--- src/sv/scgc_pkg.sv ---
// Shared types and constants for the serial CRC generate and check unit.
`timescale 1ns / 1ps
package scgc_pkg;

	// Widest generator supported; per-instance width follows from MAX_DEGREE.
	localparam int DEG_LIMIT    = 64;
	localparam int DEG_W        = 6;
	localparam int POLY_W       = 32;
	localparam int REM_OUT_W    = 32;
	localparam int CFG_IDX_W    = 2;
	localparam int CFG_DATA_W   = 32;
	localparam int MAX_DEGREE_D = 32;

	typedef enum logic [CFG_IDX_W-1:0] {
		CFG_POLY_LOW   = 2'd0,
		CFG_DEGREE     = 2'd1,
		CFG_CHECK_MODE = 2'd2
	} cfg_idx_t;

	// Decoded configuration handed to the remainder update.
	typedef struct packed {
		logic [DEG_LIMIT-1:0] mask;
		logic [DEG_LIMIT-1:0] poly;
		logic                 check_mode;
	} crc_cfg_t;

endpackage

--- src/sv/scgc_cfg.sv ---
// Configuration registers and decode of the effective generator polynomial.
`timescale 1ns / 1ps
module scgc_cfg import scgc_pkg::*; #(
	parameter int MAX_DEGREE = MAX_DEGREE_D
) (
	input  logic                  clk,
	input  logic                  arst_n,
	input  logic                  cfg_valid,
	output logic                  cfg_ready,
	input  logic [CFG_IDX_W-1:0]  cfg_index,
	input  logic [CFG_DATA_W-1:0] cfg_data,
	output crc_cfg_t              cfg
);

	logic [POLY_W-1:0] poly_low_q;
	logic [DEG_W-1:0]  degree_q;
	logic              check_mode_q;
	logic [DEG_W:0]    eff_deg;
	logic [DEG_LIMIT-1:0] poly_ext;

	assign cfg_ready = 1'b1;

	always_ff @(posedge clk or negedge arst_n) begin
		if (!arst_n) begin
			poly_low_q   <= '0;
			degree_q     <= DEG_W'(1);
			check_mode_q <= 1'b0;
		end else if (cfg_valid && cfg_ready) begin
			unique case (cfg_idx_t'(cfg_index))
				CFG_POLY_LOW:   poly_low_q   <= cfg_data[POLY_W-1:0];
				CFG_DEGREE:     degree_q     <= cfg_data[DEG_W-1:0];
				CFG_CHECK_MODE: check_mode_q <= cfg_data[0];
				default: ;
			endcase
		end
	end

	// Degree zero acts as one; anything above the instance limit is clamped.
	always_comb begin
		eff_deg = {1'b0, degree_q};
		if (eff_deg == '0) begin
			eff_deg = (DEG_W+1)'(1);
		end
		if (eff_deg > (DEG_W+1)'(MAX_DEGREE)) begin
			eff_deg = (DEG_W+1)'(MAX_DEGREE);
		end
		poly_ext = {(DEG_LIMIT-POLY_W)'(0), poly_low_q};
		for (int i = 0; i < DEG_LIMIT; i++) begin
			cfg.mask[i] = ((DEG_W+1)'(i) < eff_deg);
			cfg.poly[i] = poly_ext[i] && ((DEG_W+1)'(i) < eff_deg);
		end
		cfg.check_mode = check_mode_q;
	end

endmodule

--- src/sv/scgc_step.sv ---
// One-bit update of the running CRC remainder.
`timescale 1ns / 1ps
module scgc_step import scgc_pkg::*; #(
	parameter int MAX_DEGREE = MAX_DEGREE_D
) (
	input  crc_cfg_t              cfg,
	input  logic [MAX_DEGREE-1:0] rem_cur,
	input  logic                  data_bit,
	output logic [MAX_DEGREE-1:0] rem_next
);

	logic [MAX_DEGREE-1:0] mask;
	logic [MAX_DEGREE-1:0] poly;
	logic [MAX_DEGREE-1:0] rem_m;
	logic [MAX_DEGREE-1:0] shifted;
	logic                  top;
	logic                  feedback;

	always_comb begin
		mask  = cfg.mask[MAX_DEGREE-1:0];
		poly  = cfg.poly[MAX_DEGREE-1:0];
		rem_m = rem_cur & mask;
		// The mask is a run of ones from bit zero, so its highest set bit marks x^(degree-1).
		top   = |(rem_m & mask & ~(mask >> 1));
		// Check mode shifts the frame bit in at the bottom; generate mode
		// folds it into the feedback so the message is multiplied by x^degree.
		if (cfg.check_mode) begin
			shifted  = ((rem_m << 1) | MAX_DEGREE'(data_bit)) & mask;
			feedback = top;
		end else begin
			shifted  = (rem_m << 1) & mask;
			feedback = top ^ data_bit;
		end
		rem_next = feedback ? (shifted ^ poly) : shifted;
	end

endmodule

--- src/sv/serial_crc_generate_check_unit.sv ---
// Top level of the bit-serial CRC generator and checker.
`timescale 1ns / 1ps
// Usage:
// Message or frame bits enter on the input channel (in_valid/in_ready), most
// significant first, one bit per word, with last_bit set on the final bit.
// Each accepted word lands in an input register; from there a single
// XOR layer updates the running remainder and, on a last word, loads the
// result register that drives the output channel (out_valid/out_ready).
// Only last words produce a result: remainder holds the check bits in
// generate mode, and error_flag is set in check mode when it is nonzero.
// out_valid rises when the last word moves from the input register into the
// result register, which happens only while the output is not stalled.
// Throughput is one bit per cycle while the output is not stalled.
// A stalled receiver holds the result register; the input register still
// takes one more word, and the chain stops only while both are full.
// Configuration writes (cfg_valid/cfg_ready, index and data) are taken at
// any time, but should only be issued while the unit is idle.
// Reset clears the running remainder, both handshakes, and sets poly_low to zero,
// degree to one and generate mode.
module serial_crc_generate_check_unit import scgc_pkg::*; #(
	parameter int MAX_DEGREE = MAX_DEGREE_D
) (
	input  logic                  clk,
	input  logic                  arst_n,
	input  logic                  cfg_valid,
	output logic                  cfg_ready,
	input  logic [CFG_IDX_W-1:0]  cfg_index,
	input  logic [CFG_DATA_W-1:0] cfg_data,
	input  logic                  in_valid,
	output logic                  in_ready,
	input  logic                  msg_bit,
	input  logic                  last_bit,
	output logic                  out_valid,
	input  logic                  out_ready,
	output logic [REM_OUT_W-1:0]  remainder,
	output logic                  error_flag
);

	crc_cfg_t              cfg;
	logic                  valid_s1;
	logic                  bit_s1;
	logic                  last_s1;
	logic                  adv_s1;
	logic [MAX_DEGREE-1:0] rem_q;
	logic [MAX_DEGREE-1:0] rem_next;
	logic [2*DEG_LIMIT-1:0] rem_ext;
	logic                  out_valid_q;
	logic [REM_OUT_W-1:0]  remainder_q;
	logic                  error_flag_q;

	scgc_cfg #(.MAX_DEGREE(MAX_DEGREE)) u_cfg (
		.clk       (clk),
		.arst_n    (arst_n),
		.cfg_valid (cfg_valid),
		.cfg_ready (cfg_ready),
		.cfg_index (cfg_index),
		.cfg_data  (cfg_data),
		.cfg       (cfg)
	);

	scgc_step #(.MAX_DEGREE(MAX_DEGREE)) u_step (
		.cfg      (cfg),
		.rem_cur  (rem_q),
		.data_bit (bit_s1),
		.rem_next (rem_next)
	);

	// The input word moves on unless a result is waiting in a stalled output.
	assign adv_s1   = !(out_valid_q && !out_ready);
	assign in_ready = !valid_s1 || adv_s1;
	assign rem_ext  = {(2*DEG_LIMIT-MAX_DEGREE)'(0), rem_next};

	always_ff @(posedge clk or negedge arst_n) begin
		if (!arst_n) begin
			valid_s1 <= 1'b0;
		end else if (in_ready) begin
			valid_s1 <= in_valid;
		end
	end

	always_ff @(posedge clk) begin
		if (in_ready && in_valid) begin
			bit_s1  <= msg_bit;
			last_s1 <= last_bit;
		end
	end

	always_ff @(posedge clk or negedge arst_n) begin
		if (!arst_n) begin
			rem_q       <= '0;
			out_valid_q <= 1'b0;
		end else begin
			if (out_valid_q && out_ready) begin
				out_valid_q <= 1'b0;
			end
			if (valid_s1 && adv_s1) begin
				rem_q <= last_s1 ? '0 : rem_next;
				if (last_s1) begin
					out_valid_q <= 1'b1;
				end
			end
		end
	end

	always_ff @(posedge clk) begin
		if (valid_s1 && adv_s1 && last_s1) begin
			remainder_q  <= rem_ext[REM_OUT_W-1:0];
			error_flag_q <= cfg.check_mode && (rem_next != '0);
		end
	end

	assign out_valid  = out_valid_q;
	assign remainder  = remainder_q;
	assign error_flag = error_flag_q;

	a_rem_clears: assert property (@(posedge clk) disable iff (!arst_n)
		(valid_s1 && adv_s1 && last_s1) |=> (rem_q == '0))
		else $error("running remainder not cleared after last word");

	a_stall_chain: assert property (@(posedge clk) disable iff (!arst_n)
		!in_ready |-> (valid_s1 && out_valid_q && !out_ready))
		else $error("input stalled without a full pipeline");

	a_result_held: assert property (@(posedge clk) disable iff (!arst_n)
		(out_valid_q && !out_ready) |=> ($stable(remainder_q) && $stable(error_flag_q)))
		else $error("waiting result overwritten");

	a_flag_mode: assert property (@(posedge clk) disable iff (!arst_n)
		(valid_s1 && adv_s1 && last_s1 && !cfg.check_mode) |=> !error_flag_q)
		else $error("error flag raised in generate mode");

endmodule
--- config.mk ---
export PLATFORM = sky130hd
export DESIGN_NAME = serial_crc_generate_check_unit
export DESIGN_NICKNAME = d
export VERILOG_FILES = /design/src/sv/scgc_pkg.sv /design/src/sv/scgc_cfg.sv /design/src/sv/scgc_step.sv /design/src/sv/serial_crc_generate_check_unit.sv
export SDC_FILE = /design/constraint.sdc
export NUM_CORES = 1
export LEC_CHECK = 0
export ABC_AREA = 1
export BUFFER_PORTS_ARGS = -buffer_cell sky130_fd_sc_hd__buf_2
export CAP_MARGIN = 20
export CORE_MARGIN = 2
export CORE_UTILIZATION = 54
export CTS_CLUSTER_DIAMETER = 120
export CTS_CLUSTER_SIZE = 12
export DETAILED_ROUTE_END_ITERATION = 16
export PLACE_DENSITY = 0.75
export SYNTH_ARGS = -nofsm -noshare
export SYNTH_HDL_FRONTEND = slang
export SYNTH_HIERARCHICAL = 1
export SYNTH_SLANG_ARGS = --single-unit
--- constraint.sdc ---
create_clock -name clk -period 3.05 [get_ports clk]
set_clock_uncertainty 0.15 [all_clocks]
set_input_delay 0.305 -clock clk [delete_from_list [all_inputs] [get_ports clk]]
set_output_delay 0.305 -clock clk [all_outputs]
set_load 0.03 [all_outputs]
---- Yosys cells after proc, flatten, opt, wreduce, memory -nomap -nowiden ----
Cells that the tools add are included.
word-level totals
  register bits ........................... 108
  bits in latches ......................... 0
  bits in writable memories ............... 0
  memory bits (read-only) ................. 0
  input bits .............................. 41
  logic and storage cells ................. 112
  memories kept ........................... 0
cells by class
  add/subtract/negate cells ............... 0
  $mul .................................... 0
  divide/modulo/power cells ............... 0
  $lt $le $gt $ge ......................... 33
  equality and inequality tests ........... 2
  shift operators ......................... 0
  mux-type cells .......................... 9
  bitwise gates (word level) .............. 9
  reductions and logical operators ........ 49
operators by type and width
  cell                  count
  $and A32 B32 Y32      5
  $lt A5 B6 Y1 const A  16
  $mux W32              3
  $lt A4 B6 Y1 const A  8
  $logic_and A1 B1 Y1   38
  $not A31 Y32          1
  $or A32 B1 Y32        1
  $reduce_bool A32 Y1   1
  $reduce_or A32 Y1     1
  $xor A32 B32 Y32      1
  $lt A3 B6 Y1 const A  4
  $lt A1 B6 Y1 const A  2
  $lt A2 B6 Y1 const A  2
  $mux W6               2
  $gt A6 B6 Y1 const B  1
  $logic_not A6 Y1      1
  $reduce_and A2 Y1     3
  $mux W1               4
  $logic_not A1 Y1      3
  $eq A2 B1 Y1 const B  1
  $eq A2 B2 Y1 const B  1
  $logic_not A2 Y1      1
  $logic_or A1 B1 Y1    1
  $xor A1 B1 Y1         1

---- Depth between registers and ports, before layout ----
Gate-level depths: netlist of run 1.
  word-level depth ........................ 14
  gate-level depth with buffers ........... 28
  depth with buffers taken out ............ 26

---- By module ----
Netlist of run 1, hierarchy kept.
by module, submodules not included
  module                          times used  cells an instance  area an instance (um^2)  sequential area each (um^2)
  scgc_cfg                        1           324                2698.8                   977.2
  serial_crc_generate_check_unit  1           219                2553.7                   1901.8
  scgc_step                       1           295                1480.2                   0.0

---- Least setup slack after synthesis of run 1 ----
Ideal clock, no wire load.
  path type ............................... reg2reg
  start ................................... reg out_valid_q (netlist: out_valid)
  end ..................................... reg error_flag_q (netlist: error_flag), enable pin
  arrival ................................. 2.410 ns
  setup slack ............................. 0.067 ns
  stages on the path, launching flop included .. 5
  buffers on the path ..................... 1
  clock period less this slack ............ 2.983 ns
  cell sequence ........................... dfrtp_1 a21oi_4 inv_2 buf_6 nor2_1
on the way
  word-level cells in the longest chain between the ends .. 4
RTL lines
  what                               line                                   source
  start, declared                    serial_crc_generate_check_unit.sv:47   logic out_valid_q;
  start signal, assigned             serial_crc_generate_check_unit.sv:91   out_valid_q <= 1'b0;
  start signal, assigned             serial_crc_generate_check_unit.sv:94   out_valid_q <= 1'b0;
  start signal, assigned             serial_crc_generate_check_unit.sv:99   out_valid_q <= 1'b1;
  $logic_and A1 B1 Y1                serial_crc_generate_check_unit.sv:69   assign adv_s1 = !(out_valid_q && !out_ready);
  $logic_not A1 Y1                   serial_crc_generate_check_unit.sv:69
  $logic_and A1 B1 Y1 (2 in series)  serial_crc_generate_check_unit.sv:106  if (valid_s1 && adv_s1 && last_s1) begin
  end signal, assigned               serial_crc_generate_check_unit.sv:108  error_flag_q <= cfg.check_mode && (rem_next != '0);
  end, declared                      serial_crc_generate_check_unit.sv:49   logic error_flag_q;
Every way passes these cells.
A chain may end at the register's enable or synchronous reset.

==> results of run 1 <==
==> report_power, final <==
group | internal [uW] | leakage (uW) | total [uW] | switching [uW]
clock | 630 | 0.000142 | 1140 | 507
combinational | 1790 | 0.00304 | 4290 | 2490
sequential | 1920 | 0.00125 | 2170 | 248
==> flip-flops by register name, summed over array words and instances, names as in the netlist <==
name,flops
bit_s1,1
u_cfg/poly_low_q,32
last_s1,1
out_valid,1
rem_q,32
remainder,32
u_cfg/degree_q,6
u_cfg/check_mode_q,1
valid_s1,1
error_flag,1
==> final cells by class <==
cell class	count	area [sq um]	share of cell area
Clock buffer	14	275	0.0342
Timing Repair Buffer	196	1390	0.173
Sequential cell	108	2880	0.357
Multi-Input combinational cell	528	2900	0.360
Inverter	109	415	0.0515
Clock inverter	2	17.5	0.00217
Tap cell	143	179	0.0222
==> what timing repair did <==
action	CTS	global route
hold endpoints to repair	33	0
hold buffers	3	0
setup endpoints to repair	31	33
gates cloned	2	3
buffers inserted	2	4
resized for setup	21	21
pin swaps	7	6
==> placed cells by master (no fill, tap or decap), drive strengths merged <==
master / n
a21boi: 12
a21oi: 14
and2: 3
buf: 191
clkbuf: 16
clkinv: 4
conb: 2
dfrtp: 72
dfstp: 1
dlygate4sd3: 3
edfxtp: 35
inv: 107
mux2: 15
nand2: 226
nand3: 131
nand3b: 6
nand4: 1
nor2: 65
nor3: 1
nor3b: 1
o21a: 2
o21ai: 17
xnor2: 32
==> worst max-delay path, stage by stage (launching register included) <==
cell	delay [ps]
dfrtp_2	450
nor2_4	150
buf_4	120
buf_4	180
nand3_1	130
nand2_1	140
inv_1	110
nand3_1	110
nand2_1	80
nor2_1	110
nand2_1	110
nor2_4	160
nand2_4	80
nand2_8	170
nand2_8	90
nand2_1	70
nand2_1	70
nor2_1	100
nand2_1	90
nor2_2	180
nand2_1	70
nor2_1	80
nor2_1	40
==> per-stage QoR <==
stage	hold slack, ps	std cells
global route	23.4	1100
global placement	254	1070
detailed placement	270	1070
finish	18.9	1100
CTS	15.8	1093
floorplan	-141	774
==> metal layers <==
metal / global-route usage / vias up / wire (um)
met1: 0.383 / 2715 / 7430
li1: - / 2815 / -
met5: 0 / - / 0
met2: 0.435 / 252 / 7700
met3: 0.0533 / 42 / 1300
met4: 0.109 / 0 / 432
==> worst max path at each step <==
stage                            startpoint         end
final                     u_cfg/degree_q[4]  error_flag
after global routing      u_cfg/degree_q[5]  error_flag
after CTS                 u_cfg/degree_q[5]  error_flag
after detailed placement  u_cfg/degree_q[4]  error_flag
after global placement    u_cfg/degree_q[5]  error_flag
after floorplan                   out_valid  error_flag
==> results.json, run 1 <==
{
  "fin_area_sq_um": 8060,
  "fillers": 900,
  "hold_viol_final": 0,
  "diodes": 0,
  "min_path_cells": 3,
  "start_kind": "flop",
  "rr_worst_depth": 22,
  "antenna_found_initial": 0,
  "finalCriticalPeriod_ps": 3280,
  "path_clk_slew_ps": 70,
  "portBuffers": 75,
  "pre_cts_ws_ps": -372,
  "placed_area_sq_um": 7460,
  "die_w_um": 112,
  "numCtsBuffers": 9,
  "syn_to_final_growth_pct": 29.0,
  "rows": 39,
  "period_share": 1.08,
  "num_vias": 5824,
  "syn_avg_cell_area_sq_um": 8.08,
  "worst_pin_slew_ps": 761,
  "max-slew-margin-rel": 0.493,
  "io_pins": 77,
  "grtUsageTotal": 0.277,
  "die_h_um": 112,
  "finalSetupViolCount": 1,
  "endpoint_kind": "flop",
  "power_density_nw_per_um2": 942,
  "cp.arrival_ps": 3250,
  "cts_tree": "done",
  "violations": "negative setup slack",
  "grt_pass1_vias": 5597,
  "synth_area_sq_um": 6250,
  "critical_path_class": "flop to flop",
  "ctsRootBufferMaster": "clkbuf_16",
  "drv_cap": 0,
  "hp-start": "in_valid",
  "cts.sinks": 108,
  "vias_per_cell": 5.29,
  "ys.warnings.count": 6,
  "cp.required_ps": 3020,
  "leakagePower_uw": 0.00444,
  "grt-ovfl-total": 0,
  "final_util": 0.709,
  "cts_buffer_depth": 2,
  "ant_nets": 0,
  "drt_first_iter_violations": 561,
  "dr.pass1.iters": 6,
  "rsz0062_at_grt": "yes",
  "routedWlPerCell_um": 15.3,
  "dp_hpwl_um": 12100,
  "die_area_sq_um": 12400,
  "grt_max_degree": 50,
  "ir_drop_mv": 0.543,
  "post-route-drc-count": 0,
  "finalNetCount": 993,
  "initial_core_util": 0.550,
  "slew_viol_final": 0,
  "fmax_ghz": 0.305,
  "critPathMaxFanout": 10,
  "coreArea_sq_um": 11400,
  "min_to": "valid_s1",
  "reg2reg_slack_ps": -230,
  "routed_wirelength_um": 16900,
  "worst_slack_ps": -233,
  "h-tree-depth": 3,
  "r2r-end": "error_flag",
  "layout-drive-gt1-share": 0.315,
  "syn_inst": 773,
  "gp_congestion": 0.994,
  "tns_ps": -233,
  "status": "finished, violations left",
  "clock_latency_ps": 360,
  "hold_class": "input pin to flop",
  "grt_pass1_wl_um": 27200,
  "report.power.total_uw": 7590,
  "reg2reg_from": "u_cfg/degree_q[4]"
}
(Power assumes the default switching activity.)
==> inputs of run 2 (changes only) <==
--- a/config.mk
+++ b/config.mk
@@ -9,11 +9,11 @@
 export BUFFER_PORTS_ARGS = -buffer_cell sky130_fd_sc_hd__buf_2
 export CAP_MARGIN = 20
 export CORE_MARGIN = 2
-export CORE_UTILIZATION = 54
+export CORE_UTILIZATION = 59
 export CTS_CLUSTER_DIAMETER = 120
 export CTS_CLUSTER_SIZE = 12
 export DETAILED_ROUTE_END_ITERATION = 16
-export PLACE_DENSITY = 0.75
+export PLACE_DENSITY = 0.77
 export SYNTH_ARGS = -nofsm -noshare
 export SYNTH_HDL_FRONTEND = slang
 export SYNTH_HIERARCHICAL = 1
==> constraint.sdc (replaced) <==
create_clock -name clk -period 3.22 [get_ports clk]
set_clock_uncertainty 0.15 [all_clocks]
set_input_delay 0.322 -clock clk [delete_from_list [all_inputs] [get_ports clk]]
set_output_delay 0.322 -clock clk [all_outputs]
set_load 0.03 [all_outputs]
==> results.json, run 2 (synthesis results as in run 1) <==
{
  "status": "finished, violations left",
  "violations": "negative setup slack",
  "grt_pass1_wl_um": 28000,
  "final_common_cell": "nand2_1",
  "rows": 37,
  "clock_latency_ps": 410,
  "finalNetCount": 999,
  "drv_cap": 0,
  "die_w_um": 107,
  "cp.arrival_ps": 3530,
  "layout_common_cells": "nand2_1, nand3_1, buf_4, inv_1, buf_2",
  "ir_drop_mv": 0.595,
  "fmax_ghz": 0.285,
  "period_share": 1.09,
  "path_clk_slew_ps": 110,
  "endpoint_kind": "flop",
  "hold_viol_final": 0,
  "post-route-drc-count": 0,
  "die_h_um": 107,
  "grt_max_degree": 74,
  "max-slew-margin-rel": 0.469,
  "start_kind": "flop",
  "grt_pass1_vias": 5752,
  "io_pins": 77,
  "rsz0062_at_grt": "yes",
  "cpMaxStageDelayCell": "dfstp_2",
  "ant_nets": 0,
  "critPathMaxStageDelay_ps": 560,
  "coreArea_sq_um": 10300,
  "critical_path_class": "flop to flop",
  "dp_hpwl_um": 12100,
  "finalSetupViolCount": 3,
  "fillers": 660,
  "pre_cts_ws_ps": -289,
  "fin_area_sq_um": 8350,
  "syn_to_final_growth_pct": 33.6,
  "gp_congestion": 0.918,
  "portBuffers": 75,
  "num_vias": 6044,
  "worst_slack_ps": -284,
  "routed_wirelength_um": 19100,
  "diodes": 0,
  "final_util": 0.809,
  "slew_viol_final": 0,
  "rr_worst_depth": 25,
  "grt-ovfl-total": 0,
  "placed_area_sq_um": 7190,
  "hold_class": "input pin to flop",
  "die_area_sq_um": 11400,
  "worst_pin_slew_ps": 795,
  "dr.pass1.iters": 5,
  "antenna_found_initial": 0,
  "tns_ps": -437,
  "cp.required_ps": 3250,
  "critPathMaxFanout": 7,
  "routedWlPerCell_um": 17.4,
  "finalCriticalPeriod_ps": 3500,
  "drt_first_iter_violations": 585,
  "ctsRootBufferMaster": "clkbuf_8",
  "h-tree-depth": 3,
  "power_density_nw_per_um2": 912,
  "grtUsageTotal": 0.323,
  "leakagePower_uw": 0.00447,
  "initial_core_util": 0.605,
  "vias_per_cell": 5.50,
  "cts.sinks": 108,
  "min_path_cells": 2,
  "cts_buffer_depth": 2,
  "cts_tree": "done",
  "layout-drive-gt1-share": 0.347,
  "numCtsBuffers": 9
}
[run 2: path summary, 6_finish.rpt]
path / startpoint / to / slack [ps]
max reg2reg: u_cfg/degree_q[0] / error_flag / -280
max: u_cfg/degree_q[0] / error_flag / -280
min in group asynchronous: arst_n / u_cfg/poly_low_q[15] / 310
min: cfg_data[29] / u_cfg/poly_low_q[29] / 20
min reg2reg: rem_q[31] / rem_q[31] / 380
max in group asynchronous: arst_n / u_cfg/degree_q[0] / 2250
[run 2: what timing repair did]
| action | 4_1_cts | 5_1_grt |
|---|---|---|
| gates resized for setup | 32 | 81 |
| endpoints found under the hold margin | 93 | 0 |
| buffers inserted | 11 | 15 |
| hold buffers | 22 | 0 |
| setup endpoints to repair | 2 | 13 |
| pin swaps | 20 | 58 |
| gates cloned | 2 | 3 |
[run 2: area by class of cell]
type                    instances  area [sq um]  share of cell area
multi-input cells             528          3120               0.373
clock inverters                 6          93.8              0.0112
repair buffers                202          1530               0.183
clock buffers                  10           128              0.0153
inverters                     109           429              0.0514
flip-flops and latches        108          2880               0.345
well taps                     136           170              0.0204
[run 2: stage by stage]
| step | std cells | hold WS, ps | total power (uW) |
|---|---|---|---|
| 2_1_floorplan | 774 | -124 | 4190 |
| 3_3_place_gp | 1030 | 230 | 5260 |
| 3_5_place_dp | 1030 | 235 | 5370 |
| 4_1_cts | 1081 | 1.54 | 6780 |
| 5_1_grt | 1099 | 7.35 | 7990 |
| 6_report | 1099 | 22.0 | 7620 |
[run 2: where the power goes]
part | switching, uW | internal, uW | leakage [uW]
Sequential | 252 | 1820 | 0.00125
Clock | 484 | 445 | 0.000107
Combinational | 2660 | 1960 | 0.00312
[run 2: critical path, delay by kind of cell (launching register included)]
family	cells	cell delay [ps]
AND/OR/NAND/NOR	22	2200
flip-flops	1	560
buffers and inverters	3	370
[run 2: metal layers]
layer | part of all wire | global-route usage | wire (um) | vias up
li1 | - | - | - | 2825
met1 | 0.40 | 0.417 | 7630 | 2821
met2 | 0.47 | 0.517 | 9010 | 327
met3 | 0.088 | 0.0748 | 1690 | 71
met4 | 0.041 | 0.151 | 788 | 0
met5 | 0 | 0 | 0 | -
